[src/rtl/sfpd_pkg.sv]
// Shared constants and types for the sync-framed packet deframer.
// No dependencies; imported by every module of the block.
`timescale 1ns / 1ps
`default_nettype none

package sfpd_pkg;

    localparam int HEADER_BYTES = 28;

    localparam logic [7:0] SYNC_BYTE = 8'h23;

    localparam logic [4:0] OFF_CMD       = 5'd2;
    localparam logic [4:0] OFF_REQ       = 5'd3;
    localparam logic [4:0] OFF_COUNT_HI  = 5'd21;
    localparam logic [4:0] OFF_COUNT_LO  = 5'd22;
    localparam logic [4:0] OFF_ENC       = 5'd23;
    localparam logic [4:0] OFF_LEN_FIRST = 5'(HEADER_BYTES - 4);
    localparam logic [4:0] OFF_LAST      = 5'(HEADER_BYTES - 1);

    localparam logic [2:0] PH_HUNT1   = 3'd0;
    localparam logic [2:0] PH_HUNT2   = 3'd1;
    localparam logic [2:0] PH_HEADER  = 3'd2;
    localparam logic [2:0] PH_PAYLOAD = 3'd3;
    localparam logic [2:0] PH_BCC     = 3'd4;

    localparam logic [1:0] KIND_HEADER  = 2'd0;
    localparam logic [1:0] KIND_PAYLOAD = 2'd1;
    localparam logic [1:0] KIND_END     = 2'd2;

    typedef struct packed {
        logic [1:0]  kind;
        logic [7:0]  byte_value;
        logic [4:0]  header_position;
        logic [31:0] payload_index;
        logic        is_last;
        logic        frame_ok;
        logic [7:0]  command_id;
        logic [7:0]  request_code;
        logic [15:0] message_count;
        logic [7:0]  encryption_mode;
        logic [31:0] payload_length;
        logic [31:0] error_total;
    } result_t;

endpackage

`default_nettype wire

[src/rtl/sync_framed_packet_deframer_xor_bcc_top.sv]
// Top level of the sync-framed packet deframer with XOR BCC check.
// Depends on sfpd_pkg, sfpd_in_stage, sfpd_core and sfpd_out_stage.
//
// Takes one received byte per cycle while in_ready is high and hunts for the
// sync pair 0x23 0x23, then passes on the 26 header bytes (kind 0) and the
// payload bytes (kind 1) and closes each frame with a frame-end word (kind 2)
// that carries the header fields, the BCC check result and the running count
// of failed frames. Sync and hunt bytes produce no output word. Throughput is
// one byte per cycle when not stalled, set by the single state update between
// the input register and the result register; a byte passes both in turn.
// Back-pressure on out_ready reaches in_ready in the same cycle only when the
// result register is full and the waiting byte would produce a word.
`timescale 1ns / 1ps
`default_nettype none

module sync_framed_packet_deframer_xor_bcc_top (
    input  wire logic        clk,
    input  wire logic        rst_n,
    input  wire logic        in_valid,
    output logic             in_ready,
    input  wire logic [7:0]  rx_byte,
    output logic             out_valid,
    input  wire logic        out_ready,
    output logic [1:0]       kind,
    output logic [7:0]       byte_value,
    output logic [4:0]       header_position,
    output logic [31:0]      payload_index,
    output logic             is_last,
    output logic             frame_ok,
    output logic [7:0]       command_id,
    output logic [7:0]       request_code,
    output logic [15:0]      message_count,
    output logic [7:0]       encryption_mode,
    output logic [31:0]      payload_length,
    output logic [31:0]      error_total
);
    import sfpd_pkg::*;

    logic       held_valid;
    logic [7:0] held_byte;
    logic       produce;
    logic       can_load;
    logic       advance;
    result_t    core_result;
    result_t    out_result;

    // advance a byte when it yields nothing or the result register can take it
    assign advance = held_valid && (!produce || can_load);

    sfpd_in_stage u_in_stage (
        .clk        (clk),
        .rst_n      (rst_n),
        .in_valid   (in_valid),
        .in_ready   (in_ready),
        .rx_byte    (rx_byte),
        .consume    (advance),
        .held_valid (held_valid),
        .held_byte  (held_byte)
    );

    sfpd_core u_core (
        .clk     (clk),
        .rst_n   (rst_n),
        .byte_in (held_byte),
        .advance (advance),
        .produce (produce),
        .result  (core_result)
    );

    sfpd_out_stage u_out_stage (
        .clk        (clk),
        .rst_n      (rst_n),
        .load       (advance && produce),
        .result_in  (core_result),
        .can_load   (can_load),
        .out_valid  (out_valid),
        .out_ready  (out_ready),
        .result_out (out_result)
    );

    assign kind            = out_result.kind;
    assign byte_value      = out_result.byte_value;
    assign header_position = out_result.header_position;
    assign payload_index   = out_result.payload_index;
    assign is_last         = out_result.is_last;
    assign frame_ok        = out_result.frame_ok;
    assign command_id      = out_result.command_id;
    assign request_code    = out_result.request_code;
    assign message_count   = out_result.message_count;
    assign encryption_mode = out_result.encryption_mode;
    assign payload_length  = out_result.payload_length;
    assign error_total     = out_result.error_total;

endmodule

`default_nettype wire

[src/rtl/sfpd_in_stage.sv]
// Input register for received bytes.
// Depends on sfpd_pkg (none of its items used beyond the import convention).
`timescale 1ns / 1ps
`default_nettype none

module sfpd_in_stage (
    input  wire logic       clk,
    input  wire logic       rst_n,
    input  wire logic       in_valid,
    output logic            in_ready,
    input  wire logic [7:0] rx_byte,
    input  wire logic       consume,
    output logic            held_valid,
    output logic [7:0]      held_byte
);
    import sfpd_pkg::*;

    logic       valid_reg;
    logic       valid_next;
    logic [7:0] byte_reg;

    assign in_ready   = !valid_reg || consume;
    assign valid_next = (in_valid && in_ready) ? 1'b1 : (consume ? 1'b0 : valid_reg);

    always_ff @(posedge clk or negedge rst_n)
    begin
        if (!rst_n)
        begin
            valid_reg <= 1'b0;
        end
        else
        begin
            valid_reg <= valid_next;
        end
    end

    always_ff @(posedge clk)
    begin
        if (in_valid && in_ready)
        begin
            byte_reg <= rx_byte;
        end
    end

    assign held_valid = valid_reg;
    assign held_byte  = byte_reg;

endmodule

`default_nettype wire

[src/rtl/sfpd_core.sv]
// Frame state machine: sync hunt, header capture, payload count and BCC check.
// Depends on sfpd_pkg for phase codes, offsets and result_t.
`timescale 1ns / 1ps
`default_nettype none

module sfpd_core (
    input  wire logic             clk,
    input  wire logic             rst_n,
    input  wire logic [7:0]       byte_in,
    input  wire logic             advance,
    output logic                  produce,
    output sfpd_pkg::result_t     result
);
    import sfpd_pkg::*;

    logic [2:0]  phase_reg,   phase_next;
    logic [4:0]  offset_reg,  offset_next;
    logic [31:0] counter_reg, counter_next;
    logic [31:0] length_reg,  length_next;
    logic [7:0]  xor_reg,     xor_next;
    logic [7:0]  cmd_reg,     cmd_next;
    logic [7:0]  req_reg,     req_next;
    logic [15:0] count_reg,   count_next;
    logic [7:0]  enc_reg,     enc_next;
    logic [31:0] err_reg,     err_next;
    logic        bcc_ok;

    always_comb
    begin
        phase_next   = phase_reg;
        offset_next  = offset_reg;
        counter_next = counter_reg;
        length_next  = length_reg;
        xor_next     = xor_reg;
        cmd_next     = cmd_reg;
        req_next     = req_reg;
        count_next   = count_reg;
        enc_next     = enc_reg;
        err_next     = err_reg;
        produce      = 1'b0;
        bcc_ok       = (byte_in == xor_reg);
        result       = '0;
        result.error_total = err_reg;

        case (phase_reg)
            PH_HUNT1:
            begin
                if (byte_in == SYNC_BYTE)
                begin
                    phase_next = PH_HUNT2;
                end
            end
            PH_HUNT2:
            begin
                if (byte_in == SYNC_BYTE)
                begin
                    phase_next   = PH_HEADER;
                    offset_next  = OFF_CMD;
                    xor_next     = 8'h00;
                    length_next  = 32'd0;
                    counter_next = 32'd0;
                end
                else
                begin
                    phase_next = PH_HUNT1;
                end
            end
            PH_HEADER:
            begin
                produce  = 1'b1;
                xor_next = xor_reg ^ byte_in;
                if (offset_reg == OFF_CMD)
                begin
                    cmd_next = byte_in;
                end
                else if (offset_reg == OFF_REQ)
                begin
                    req_next = byte_in;
                end
                else if (offset_reg == OFF_COUNT_HI)
                begin
                    count_next = {byte_in, count_reg[7:0]};
                end
                else if (offset_reg == OFF_COUNT_LO)
                begin
                    count_next = {count_reg[15:8], byte_in};
                end
                else if (offset_reg == OFF_ENC)
                begin
                    enc_next = byte_in;
                end
                else if (offset_reg >= OFF_LEN_FIRST)
                begin
                    length_next = {length_reg[23:0], byte_in};
                end
                result.kind            = KIND_HEADER;
                result.byte_value      = byte_in;
                result.header_position = offset_reg;
                if (offset_reg >= OFF_LAST)
                begin
                    counter_next = 32'd0;
                    phase_next   = (length_next == 32'd0) ? PH_BCC : PH_PAYLOAD;
                    offset_next  = 5'd0;
                end
                else
                begin
                    offset_next = offset_reg + 5'd1;
                end
            end
            PH_PAYLOAD:
            begin
                produce              = 1'b1;
                xor_next             = xor_reg ^ byte_in;
                result.kind          = KIND_PAYLOAD;
                result.byte_value    = byte_in;
                result.payload_index = counter_reg;
                counter_next         = counter_reg + 32'd1;
                if (counter_next == length_reg)
                begin
                    phase_next = PH_BCC;
                end
            end
            PH_BCC:
            begin
                produce  = 1'b1;
                err_next = bcc_ok ? err_reg : err_reg + 32'd1;
                result.kind            = KIND_END;
                result.byte_value      = byte_in;
                result.is_last         = 1'b1;
                result.frame_ok        = bcc_ok;
                result.command_id      = cmd_reg;
                result.request_code    = req_reg;
                result.message_count   = count_reg;
                result.encryption_mode = enc_reg;
                result.payload_length  = length_reg;
                result.error_total     = err_next;
                phase_next   = PH_HUNT1;
                offset_next  = 5'd0;
                counter_next = 32'd0;
                xor_next     = 8'h00;
            end
            default:
            begin
                phase_next = PH_HUNT1;
            end
        endcase
    end

    always_ff @(posedge clk or negedge rst_n)
    begin
        if (!rst_n)
        begin
            phase_reg   <= PH_HUNT1;
            offset_reg  <= 5'd0;
            counter_reg <= 32'd0;
            length_reg  <= 32'd0;
            xor_reg     <= 8'h00;
            cmd_reg     <= 8'h00;
            req_reg     <= 8'h00;
            count_reg   <= 16'h0000;
            enc_reg     <= 8'h00;
            err_reg     <= 32'd0;
        end
        else if (advance)
        begin
            phase_reg   <= phase_next;
            offset_reg  <= offset_next;
            counter_reg <= counter_next;
            length_reg  <= length_next;
            xor_reg     <= xor_next;
            cmd_reg     <= cmd_next;
            req_reg     <= req_next;
            count_reg   <= count_next;
            enc_reg     <= enc_next;
            err_reg     <= err_next;
        end
    end

endmodule

`default_nettype wire

[src/rtl/sfpd_out_stage.sv]
// Result register with valid/ready toward downstream.
// Depends on sfpd_pkg for result_t.
`timescale 1ns / 1ps
`default_nettype none

module sfpd_out_stage (
    input  wire logic              clk,
    input  wire logic              rst_n,
    input  wire logic              load,
    input  sfpd_pkg::result_t      result_in,
    output logic                   can_load,
    output logic                   out_valid,
    input  wire logic              out_ready,
    output sfpd_pkg::result_t      result_out
);
    import sfpd_pkg::*;

    logic    valid_reg;
    logic    valid_next;
    result_t data_reg;

    assign can_load   = !valid_reg || out_ready;
    assign valid_next = load ? 1'b1 : (out_ready ? 1'b0 : valid_reg);

    always_ff @(posedge clk or negedge rst_n)
    begin
        if (!rst_n)
        begin
            valid_reg <= 1'b0;
        end
        else
        begin
            valid_reg <= valid_next;
        end
    end

    always_ff @(posedge clk)
    begin
        if (load)
        begin
            data_reg <= result_in;
        end
    end

    assign out_valid  = valid_reg;
    assign result_out = data_reg;

endmodule

`default_nettype wire
[config.mk]
export PLATFORM = sky130hd
export DESIGN_NAME = sync_framed_packet_deframer_xor_bcc_top
export DESIGN_NICKNAME = d
export VERILOG_FILES = /design/src/rtl/sfpd_pkg.sv /design/src/rtl/sync_framed_packet_deframer_xor_bcc_top.sv /design/src/rtl/sfpd_in_stage.sv /design/src/rtl/sfpd_core.sv /design/src/rtl/sfpd_out_stage.sv
export SDC_FILE = /design/constraint.sdc
export NUM_CORES = 1
export LEC_CHECK = 0
export ABC_AREA = 1
export BUFFER_PORTS_ARGS = -buffer_cell sky130_fd_sc_hd__buf_4
export CORE_ASPECT_RATIO = 0.5
export CORE_MARGIN = 2
export CORE_UTILIZATION = 40
export CTS_BUF_LIST = sky130_fd_sc_hd__clkbuf_4
export CTS_CLUSTER_SIZE = 10
export DETAILED_ROUTE_END_ITERATION = 10
export GPL_ROUTABILITY_DRIVEN = 0
export PLACE_DENSITY = 0.68
export SKIP_LAST_GASP = 1
export SLEW_MARGIN = 5
export SYNTH_ARGS = -nofsm -noshare
export SYNTH_HDL_FRONTEND = slang
export SYNTH_SLANG_ARGS = --single-unit
[constraint.sdc]
create_clock -name clk -period 8 [get_ports clk]
set_input_delay 1.6 -clock clk [delete_from_list [all_inputs] [get_ports clk]]
set_output_delay 1.6 -clock clk [all_outputs]
set_load 0.02 [all_outputs]
## Word-level counts from Yosys, hierarchy flattened

Cells that the tools add are included.

- Bits in registers: 315
- Bits of input ports: 12
- Word-level logic and storage cells: 114

- Add/subtract/negate cells: 3
- Magnitude comparators: 2
- Eq/ne operators: 16
- Mux-type cells: 32
- Bitwise gates (word level): 5
- Reduce and logical (&&, ||, !) cells: 30

Operators with widths:

| kind | count |
|---|---|
| $mux 32 | 10 |
| $pmux 32 s4 | 1 |
| $mux 106 | 1 |
| $add 32x1->32 const B | 2 |
| $pmux 32 s2 | 1 |
| $eq 32x32->1 | 1 |
| $logic_not 32->1 | 1 |
| $pmux 10 s3 | 1 |
| $pmux 8 s3 | 1 |
| $mux 16 | 1 |
| $mux 8 | 2 |
| $eq 5x5->1 const B | 3 |
| $pmux 5 s3 | 1 |
| $mux 3 | 4 |
| $pmux 3 s4 | 1 |
| $reduce_and 3->1 | 4 |
| $reduce_and 4->1 | 3 |
| $eq 5x2->1 const B | 2 |
| $ge 5x5->1 const B | 2 |
| $mux 5 | 2 |
| $eq 8x6->1 const B | 1 |
| $eq 8x8->1 | 1 |
| $ne 2x1->1 const B | 4 |
| $xor 8x8->8 | 1 |
| other kinds (20) | 37 |

## Logic depth before layout (Yosys ltp)

Gate-level depths: netlist of run 1.

- Depth after elaboration: 12
- Mapped depth: 19

## By module

A second synthesis of run 1 with hierarchy kept.

- Cell total of the unflattened synthesis: 1692
- Area total of the unflattened synthesis: 14848.0 um^2

By module, submodules not included:

| module | times used | cells each | area each (um^2) | sequential area each (um^2) |
|---|---|---|---|---|
| sfpd_core | 1 | 1515 | 9898.2 | 3803.6 |
| sfpd_out_stage | 1 | 158 | 4639.4 | 4619.4 |
| sfpd_in_stage | 1 | 14 | 285.3 | 265.3 |
| sync_framed_packet_deframer_xor_bcc_top | 1 | 5 | 25.0 | 0.0 |

## Worst setup path before layout of run 1

Ideal clock, no wire load.

- Kind: input to register
- Start point: in out_ready
- End point: reg u_out_stage.data_reg (netlist bit u_out_stage.result_out[0]) (enable)
- Setup time: 0.506 ns
- Data arrival time: 4.929 ns
- Data required time: 7.494 ns
- Path slack: 2.565 ns
- Stages: 4
- Path buffers: 0
- Path through: inv_1 > a31oi_4 > nand2_1 > inv_1

- Cells in the longest elaborated chain, start to end: 4

RTL lines:

| item | line | source |
|---|---|---|
| start, declared | sync_framed_packet_deframer_xor_bcc_top.sv:23 | `input wire logic out_ready,` |
| $logic_or 1x1->1 | sfpd_out_stage.sv:22 | `assign can_load = !valid_reg \|\| out_ready;` |
| $logic_or 1x1->1 | sync_framed_packet_deframer_xor_bcc_top.sv:48 | `assign advance = held_valid && (!produce \|\| can_load);` |
| $logic_and 1x1->1 | sync_framed_packet_deframer_xor_bcc_top.sv:48 |  |
| $logic_and 1x1->1 | sync_framed_packet_deframer_xor_bcc_top.sv:73 | `.load (advance && produce),` |
| via u_out_stage.load | sfpd_out_stage.sv:9 | `input wire logic load,` |
| end signal, assigned | sfpd_out_stage.sv:41 | `data_reg <= result_in;` |
| end, declared | sfpd_out_stage.sv:20 | `result_t data_reg;` |

The timed path passes the listed nets, and every way through them passes these cells.
A chain may end at the register's enable or synchronous reset.

## Worst setup path after layout of run 1

- Start point: reg u_core.phase_reg[0]
- End point: out in_ready

- Cells in the longest elaborated chain, start to end: 7
- Elaborated cells between the ends (all ways): 9

RTL lines:

| item | line | source |
|---|---|---|
| start, declared | sfpd_core.sv:16 | `logic [2:0] phase_reg, phase_next;` |
| start signal, assigned | sfpd_core.sv:166 | `phase_reg <= phase_next;` |
| $eq 3x2->1 / $eq 3x3->1 (equally long branches) | sfpd_core.sv:45 | `case (phase_reg)` |
| $reduce_or 3->1 (no line) * | -- |  |
| $mux 1 * | sfpd_core.sv:45 |  |
| $logic_not 1->1 * | sync_framed_packet_deframer_xor_bcc_top.sv:48 |  |
| $logic_or 1x1->1 * | sync_framed_packet_deframer_xor_bcc_top.sv:48 |  |
| $logic_and 1x1->1 * | sync_framed_packet_deframer_xor_bcc_top.sv:48 |  |
| $logic_or 1x1->1 * | sfpd_in_stage.sv:22 | `assign in_ready = !valid_reg \|\| consume;` |
| end, declared | sync_framed_packet_deframer_xor_bcc_top.sv:20 | `output logic in_ready,` |

Mark *: on every way between the ends. The rest lies on a longest branch, timed or not.

==> impl_metrics.json, run 1 <==
{
  "ios": 167,
  "clk_latency_ps": 770,
  "ys_seq_area_share_pct": 58.3,
  "finalHoldViolCount": 0,
  "yosysWarningCount": 0,
  "grt_max_degree": 95,
  "synth_fa_ha_area_share_pct": 0.420,
  "rsz0062_at_grt": "no",
  "power_switching_mw": 0.914,
  "wl_per_cell_microns": 15.9,
  "nNetsFinal": 1904,
  "die-height_microns": 140,
  "critPathTopFamily": "buffers and inverters",
  "yosysUniqueCellTypes": 36,
  "synth_seq_cells": 315,
  "critPathMaxStageDelay_ps": 480,
  "grt_overflow": 0,
  "final_common_cell": "nand2_1",
  "synth.area.mux_share_pct": 0.0672,
  "synth_area_sq_um": 14900,
  "area_growth_pct": 18.0,
  "critPathMaxFanout": 59,
  "clkPwrFrac_pct": 40.3,
  "critical_path_class": "register to output pin",
  "grt_pass1_wl_microns": 61600,
  "synth_xor_area_share_pct": 2.80,
  "drive_gt1_share_pct": 16.4,
  "fin_hold_ws_ps": 489,
  "drt_iter0_drc": 1044,
  "grt_pass1_vias": 11500,
  "slew_viol_final": 0,
  "fin_skew_ps": 55.3,
  "cts-resized-gates": 0,
  "cts_setup_buffers": 0,
  "grtUsageTotal_pct": 20.0,
  "die-area_sq_um": 38900,
  "slew_headroom_pct": 27.5,
  "swShare_pct": 26.5,
  "power.internal_mw": 2.54,
  "ir_drop_uv": 85.3,
  "cp-end-kind": "output pin",
  "worstPathCellList": "nor2_1 -> inv_2 -> nor2_4 -> buf_4 -> nor2_8 -> inv_2 -> nand4_1 -> buf_4",
  "initial_core_util_pct": 41.0,
  "cp.required_ps": 6400,
  "clock-sinks": 315,
  "setup-tns-final_ps": 0,
  "cap_violations": 0,
  "drc": 0,
  "p_comb_share_pct": 8.2,
  "hp-class": "register to register",
  "first_pass_iters": 5,
  "synth-edff-count": 161,
  "p_per_area_nw_per_um2": 197,
  "fillCellCount": 3488,
  "syn_area_per_cell_sq_um": 8.81,
  "fmax_ghz": 0.241,
  "wl_microns": 38700,
  "fin_crit_sh_pct": 51.9,
  "rows": 49,
  "arrival_ps": 2550,
  "ant_nets": 0,
  "cts_max_level": 3,
  "cts_hold_buf": 0,
  "cts_tree": "done",
  "status": "complete, no violations",
  "core_sq_um": 36300,
  "worst_setup_path_start_kind": "register",
  "synth_compound_area_share_pct": 8.69,
  "via_per_inst": 5.01,
  "port_buffers": 166,
  "dp_hpwl_microns": 26400,
  "clkTransAtPathRegs_ps": 80,
  "layout_common_cells": "nand2_1 (436), nor2_1 (216), inv_1 (204)",
  "antenna_found_initial": 1,
  "crit_slowest_cell": "buf_4",
  "synthCells": 1690,
  "cts_root_buffer": "clkbuf_4",
  "vias": 12200,
  "seqPwrFrac_pct": 51.5,
  "largest_reg_flops": 153,
  "fin_crit_ps": 4150,
  "ys.flop_type": "edfxtp_1",
  "synth_top_family_by_area": "simple AND/OR/NAND/NOR gates",
  "clk_path_buf_depth": 3,
  "worstMarginPinSlew_ps": 1090,
  "leakage_nw": 7.12,
  "setup_viol": 0,
  "synthArstFlopShare_pct": 48.9,
  "cts_made_buffers": 76,
  "syn-num-nets": 1707,
  "synthSimpleGateAreaFrac_pct": 22.7,
  "die_x_microns": 277,
  "cp_num_buf_inv": 4
}
[through the flow]
step | worst slack, ps | power, mW | cells | util [%] | area [sq um]
2_1_floorplan | 2570 | 2.00 | 1690 | - | 14900
6_report | 3850 | 3.46 | 2435 | 48.4 | 17600
3_3_place_gp | 4010 | 2.09 | 2293 | 45.6 | 16600
3_5_place_dp | 3960 | 2.09 | 2293 | 45.6 | 16600
5_1_grt | 3600 | 3.62 | 2435 | 48.4 | 17600
4_1_cts | 3750 | 3.49 | 2434 | 48.4 | 17600
[final cells by class]
type	count	area [sq um]	share of cell area, %
clock buffers	114	856	4.87
flip-flops and latches	315	8690	49.4
repair buffers	172	1290	7.37
diodes	1	2.50	0.0142
well taps	484	606	3.45
inverters	216	818	4.66
multi-input cells	1106	5160	29.3
clock inverters	27	154	0.876
[power by group through the flow]
| stage | Clock (mW) | Sequential (mW) | Combinational (mW) |
|---|---|---|---|
| floorplan | 0 | 1.81 | 0.194 |
| global placement | 0 | 1.81 | 0.279 |
| detailed placement | 0 | 1.81 | 0.283 |
| CTS | 1.43 | 1.78 | 0.284 |
| global route | 1.51 | 1.78 | 0.323 |
| finish | 1.39 | 1.78 | 0.285 |
[path summary, 6_finish.rpt]
| kind | endpoint | slack (ps) | from | depth (start not counted) |
|---|---|---|---|---|
| max in group asynchronous | u_core.offset_reg[0] | 5510 | rst_n | 2 |
| worst min-delay path | u_core.req_reg[5] | 490 | u_core.req_reg[5] | 2 |
| worst min register to register | u_core.req_reg[5] | 490 | u_core.req_reg[5] | 2 |
| worst max-delay path | in_ready | 3850 | u_core.phase_reg[0] | 8 |
| worst max register to register | u_out_stage.result_out[82] | 4460 | u_core.phase_reg[2] | 9 |
| min in group asynchronous | u_core.counter_reg[26] | 870 | rst_n | 1 |
[cells in the mapped netlist, types with 13 or more instances]
library cell  count  area (sq um)
nand2_1         436          1640
nor2_1          216           811
inv_1           206           773
o21ai_0         163           816
edfxtp_1        161          4830
dfrtp_1         154          3850
nand3_1          91           455
o22ai_1          48           300
xor2_1           44           385
clkbuf_1         35           131
o21ai_1          23           115
nor3_1           22           110
nand4_1          21           131
buf_2            13          65.1
[cell families after synthesis]
group	Yosys count
AND/OR/NAND/NOR	814
adder cells (fa/ha/maj)	5
flip-flops	315
XOR/XNOR	46
multiplexers	1
AO/OA/AOI/OAI	240
buffers and inverters	269
[tightest hold or removal path, delay by kind of cell (launching register included)]
family	cells	cell delay [ps]
compound gates	1	60
flops	1	350
simple gates	1	50
[routing by layer]
layer | GRT usage [%] | up-vias | share of wire (%)
met5 | 0 | - | 0
met4 | 5.81 | 0 | 2.3
met3 | 4.42 | 77 | 6.3
met2 | 32.6 | 387 | 48
met1 | 27.0 | 5762 | 44
li1 | - | 5980 | -
Note: power is estimated with default switching activity, not from simulation.
==> inputs of run 2 (changes only) <==
PLACE_DENSITY = 0.7   (was 0.68)
clock period = 3.5 ns   (was 8 ns; I/O delays follow)
==> run 2 against run 1 <==
  * Flip-flop and latch count did not move
  * Clock power grew 140%
  * Count of clock-buffer cells in the layout increased by 11
  * Utilization increased by 0.50 points
  * Clock skew is 6.4 ps higher
  * First-iteration DRC count up 1.5%
  * Final cell count increased by 0.45%
==> impl_metrics.json, run 2 (synthesis results as in run 1) <==
{
  "status": "complete, no violations",
  "cts_setup_buffers": 0,
  "via_per_inst": 5.01,
  "setup-tns-final_ps": 0,
  "worst_setup_path_start_kind": "register",
  "leakage_nw": 7.22,
  "hp-class": "input pin to asynchronous set/reset pin",
  "ios": 167,
  "critPathTopFamily": "simple AND/OR/NAND/NOR gates",
  "setup_viol": 0,
  "critPathMaxFanout": 10,
  "clkTransAtPathRegs_ps": 80,
  "p_per_area_nw_per_um2": 453,
  "drive_gt1_share_pct": 17.5,
  "first_pass_iters": 7,
  "drt_iter0_drc": 1060,
  "die-height_microns": 140,
  "worstPathCellList": "nor2_4 -> nor2_8 -> inv_4 -> nand4_1 -> buf_4",
  "antenna_found_initial": 1,
  "die-area_sq_um": 38900,
  "cp_num_buf_inv": 2,
  "initial_core_util_pct": 41.0,
  "fin_crit_ps": 2800,
  "critPathMaxStageDelay_ps": 450,
  "cts_hold_buf": 0,
  "dp_hpwl_microns": 27400,
  "cts_tree": "done",
  "drc": 0,
  "nNetsFinal": 1914,
  "worstMarginPinSlew_ps": 1100,
  "ant_nets": 0,
  "area_growth_pct": 19.3,
  "design_area_sq_um": 17800,
  "fin_crit_sh_pct": 79.9,
  "wl_microns": 39300,
  "top_layer_used": "met4",
  "grt_overflow": 0,
  "grt_pass1_vias": 11700,
  "clk_path_buf_depth": 3,
  "rsz0062_at_grt": "no",
  "layout_common_cells": "nand2_1 (435), nor2_1 (215), inv_1 (204)",
  "largest_reg_flops": 153,
  "arrival_ps": 2100,
  "slew_headroom_pct": 26.7,
  "finalNonFillerCells": 2446,
  "ir_drop_uv": 201,
  "dpl-instance-area_sq_um": 16700,
  "wl_per_cell_microns": 16.1,
  "final_common_cell": "nand2_1",
  "finalHoldViolCount": 0,
  "fin_skew_ps": 61.7,
  "core_sq_um": 36300,
  "cp.required_ps": 2800,
  "cts_made_buffers": 78,
  "dp_cells": 2301,
  "grtUsageTotal_pct": 20.0,
  "cap_violations": 0,
  "cts_max_level": 3,
  "rrSetupSlack_ps": 760,
  "grt_pass1_wl_microns": 61700,
  "fin_hold_ws_ps": 31.9,
  "slew_viol_final": 0,
  "cts-resized-gates": 0,
  "crit_slowest_cell": "dfrtp_1",
  "clk_latency_ps": 780,
  "port_buffers": 166,
  "die_x_microns": 277,
  "cts_root_buffer": "clkbuf_4",
  "wl_met3_microns": 2450,
  "grt_max_degree": 99,
  "m1WireLength_microns": 17200,
  "route.met2.wl_microns": 18700,
  "vias": 12300,
  "rows": 49,
  "clock-sinks": 315,
  "cp-end-kind": "output pin",
  "critical_path_class": "register to output pin",
  "fmax_ghz": 0.357
}
-- run 2: power breakdown --
group | internal, mW | total (mW) | switching, mW
logic | 0.199 | 0.661 | 0.462
clock network | 1.77 | 3.32 | 1.55
registers | 3.97 | 4.07 | 0.0981
-- run 2: routing by layer --
layer	up-vias	GRT usage (%)
met1	5818	26.9
met5	-	0
met3	65	4.40
met4	0	7.07
met2	401	32.3
li1	5982	-
-- run 2: worst register-to-register path: stages, from the launching register on --
cell and delay (ps):
edfxtp_1 490, inv_1 290, nand4_1 170, nor3_1 280, nor2_1 70, inv_1 70, o21ai_2 130, nor2_4 250
nand2_2 170, inv_2 110, nand2_4 170, inv_4 270, nand2_1 120, o21ai_1 90
-- run 2: through the flow --
stage	setup slack [ps]	utilization [%]	power (mW)
floorplan	-283	-	4.57
global placement	814	46.0	4.79
detailed placement	834	46.0	4.80
global route	501	48.9	8.42
finish	702	48.9	8.05
CTS	642	48.9	8.14
-- run 2: final cells by class --
cell class / instances / area (sq um)
diodes: 1 / 2.50
clock inverters: 19 / 136
multi-input cells: 1106 / 5160
flip-flops and latches: 315 / 8690
repair buffers: 180 / 1410
fillers: 3456 / 18500
inverters: 216 / 820
well taps: 484 / 606
clock buffers: 125 / 938
-- run 2: final timing paths --
path	start	end	depth (start not counted)
max	u_core.phase_reg[2]	in_ready	5
min	rst_n	u_core.length_reg[29]	1
max reg2reg	u_in_stage.held_byte[6]	u_core.counter_reg[18]	13
min reg2reg	u_core.enc_reg[2]	u_core.enc_reg[2]	2
max in group asynchronous	rst_n	u_core.count_reg[14]	2
min in group clk	rx_byte[0]	u_in_stage.held_byte[0]	1
==> inputs of run 3 (changes only) <==
ABC_AREA = 0   (was 1)
clock period = 2.5 ns   (was 3.5 ns; I/O delays follow)
==> run 3 against run 2 <==
  * The flow now finishes with violations (negative setup slack)
  * Highest routed layer unchanged
  * Die area down 3.2%
  * Final cell count down 10%
  * Combinational power rose to 3.8 times the previous value
  * Wire length down 0.70%
  * Via count down 7.8%
  * First-iteration DRC count down 8.2%
  * Flip-flop and latch count unchanged
==> impl_metrics.json, run 3 <==
{
  "first_pass_iters": 6,
  "post-route-util_pct": 53.7,
  "ys_seq_area_share_pct": 60.4,
  "hp-class": "input pin to asynchronous set/reset pin",
  "status": "finished, violations left",
  "clock-sinks": 315,
  "grt_max_degree": 106,
  "violations": "negative setup slack",
  "synth-edff-count": 161,
  "slew_viol_final": 0,
  "layout_common_cells": "buf_4 (353), edfxtp_1 (161), dfrtp_1 (154)",
  "rr_endpoint": "u_core.phase_reg[0]",
  "ir_drop_uv": 392,
  "port_buffers": 166,
  "synthCells": 1258,
  "ys.flop_type": "edfxtp_1",
  "drc": 0,
  "syn-num-nets": 1275,
  "grtUsageTotal_pct": 20.6,
  "yosysWarningCount": 0,
  "fin_crit_sh_pct": 130,
  "drt_iter0_drc": 973,
  "vias": 11300,
  "largest_reg_flops": 153,
  "synthTopCellsByArea": "edfxtp_1 (34%), dfrtp_1 (27%), o21ai_0 (3.9%), and2_1 (3.7%), xor2_1 (3.7%)",
  "worst_setup_path_start_kind": "register",
  "seq_area_sq_um": 8690,
  "antenna_found_initial": 3,
  "ios": 167,
  "core_sq_um": 35700,
  "fmax_ghz": 0.308,
  "nNetsFinal": 1662,
  "r2r_cells": 9,
  "fin_crit_ps": 3250,
  "initial_core_util_pct": 40.3,
  "wl_microns": 39000,
  "clk_latency_ps": 760,
  "yosysUniqueCellTypes": 66,
  "via_per_inst": 5.15,
  "cp-end-kind": "register",
  "finalHoldViolCount": 0,
  "clk_path_buf_depth": 3,
  "yosys.area.top_type_share_pct": 33.6,
  "r2r_start": "u_core.counter_reg[9]",
  "yosys-top-cells-count": "edfxtp_1 (161), dfrtp_1 (154), nand2_1 (137)",
  "drive_gt1_share_pct": 36.0,
  "cts_max_level": 3,
  "critical_path_class": "register to register",
  "clkTransAtPathRegs_ps": 70,
  "grt_pass1_vias": 11300,
  "fin_skew_ps": 54.5,
  "synth_seq_cells": 315,
  "grt_overflow": 0,
  "wl_per_cell_microns": 17.7,
  "cts_tree": "done",
  "synth_area_sq_um": 14400,
  "fin_hold_ws_ps": 145,
  "ant_nets": 0,
  "cap_violations": 0,
  "fillCellCount": 3058,
  "critPathMaxFanout": 5,
  "p_per_area_nw_per_um2": 704,
  "arrival_ps": 3880,
  "multi_input_area_sq_um": 5710,
  "die-height_microns": 138,
  "worstMarginPinSlew_ps": 617,
  "dp_hpwl_microns": 25800,
  "die_x_microns": 272,
  "synth_largest_area_cell": "edfxtp_1",
  "slew_headroom_pct": 58.8,
  "cts_root_buffer": "clkbuf_4",
  "cts_made_buffers": 75,
  "yosysMostFrequentCell": "edfxtp_1",
  "synthArstFlopShare_pct": 48.9,
  "setup_ws_ps": -749,
  "cp.required_ps": 3130,
  "leakage_nw": 8.49,
  "syn_area_per_cell_sq_um": 11.4,
  "die-area_sq_um": 37600,
  "rows": 49,
  "rrSetupSlack_ps": -750,
  "final_common_cell": "buf_4",
  "area_growth_pct": 33.2,
  "rsz0062_at_grt": "yes",
  "grt_pass1_wl_microns": 60800,
  "setup_viol": 4
}
-- run 3: cell types whose count changed in the layout (fill, tap and decap cells not counted), sizes merged, moves of 55 or more --
| cell | before | now |
|---|---|---|
| nand2 | 439 | 137 |
| inv | 216 | 12 |
| buf | 180 | 374 |
| nor2 | 225 | 84 |
| and2 | 0 | 86 |
| o21ai | 187 | 114 |
| nand3 | 91 | 36 |
-- run 3: cells by family (layout without fill, tap and decap cells) --
group                    Yosys count  after routing  synth area share, %
AO/OA/AOI/OAI                    174            174                 6.81
XOR/XNOR                         114            114                 6.94
adder cells (fa/ha/maj)            5              5                0.435
buffers and inverters             84            533                 2.77
flip-flops                       315            315                 60.4
multiplexers                      42             42                 3.29
other                              0              5                    0
AND/OR/NAND/NOR                  524            525                 19.4
-- run 3: layout make-up --
class / count / area share (%)
Sequential cell: 315 / 45.3
Multi-Input combinational cell: 860 / 29.8
Timing Repair Buffer: 384 / 16.1
Clock buffer: 120 / 4.70
Tap cell: 484 / 3.16
Clock inverter: 20 / 0.679
Inverter: 9 / 0.176
Antenna cell: 5 / 0.0652
-- run 3: power by group --
| group | internal [mW] | switching, mW | total, mW |
|---|---|---|---|
| logic | 1.10 | 1.42 | 2.52 |
| registers | 6.01 | 0.481 | 6.49 |
| clock network | 2.39 | 2.09 | 4.49 |
| total | 9.50 | 3.99 | 13.5 |
-- run 3: how the worst max path moves through the flow --
stage,to,startpoint,depth (start not counted)
final,u_core.phase_reg[0],u_core.counter_reg[9],9
after global routing,u_core.phase_reg[0],u_core.counter_reg[9],9
after CTS,u_core.phase_reg[0],u_core.counter_reg[5],8
after detailed placement,u_core.phase_reg[0],u_core.counter_reg[10],8
after global placement,u_core.phase_reg[0],u_core.counter_reg[10],8
after floorplan,u_core.xor_reg[0],u_core.phase_reg[2],7
-- run 3: timing repair --
action / 4_1_cts / 5_1_grt
setup buffers: 18 / 12
hold buffers: 10 / 0
gates cloned: 4 / 0
setup endpoints to repair: 83 / 94
pin swaps: 13 / 23
hold endpoints to repair: 163 / 0
gates resized for setup: 27 / 71
-- run 3: metal layers --
layer / global-route usage [%] / share of wire, %
met1: 26.0 / 42
met2: 33.4 / 49
met3: 5.49 / 6.2
met4: 9.05 / 3.4
met5: 0 / 0
-- run 3: worst max-delay path: stages, from the launching register on --
cell and delay (ps):
dfrtp_1 410, nand3_4 110, or4_4 620, buf_4 180
nor3_4 240, xnor2_1 180, nor2_1 60, or4b_4 480
or4b_4 550, a221o_1 300
-- run 3: through the flow --
step | cell area, sq um | power [mW] | cells | TNS (ps) | worst slack [ps]
after floorplan | 14500 | 7.65 | 1258 | -188080 | -1590
after global placement | 17400 | 8.82 | 2017 | -9250 | -713
after detailed placement | 17400 | 8.86 | 2017 | -11340 | -730
after CTS | 18900 | 13.5 | 2187 | -2650 | -680
after global routing | 19200 | 14.1 | 2197 | -2570 | -828
final | 19200 | 13.5 | 2197 | -1850 | -749
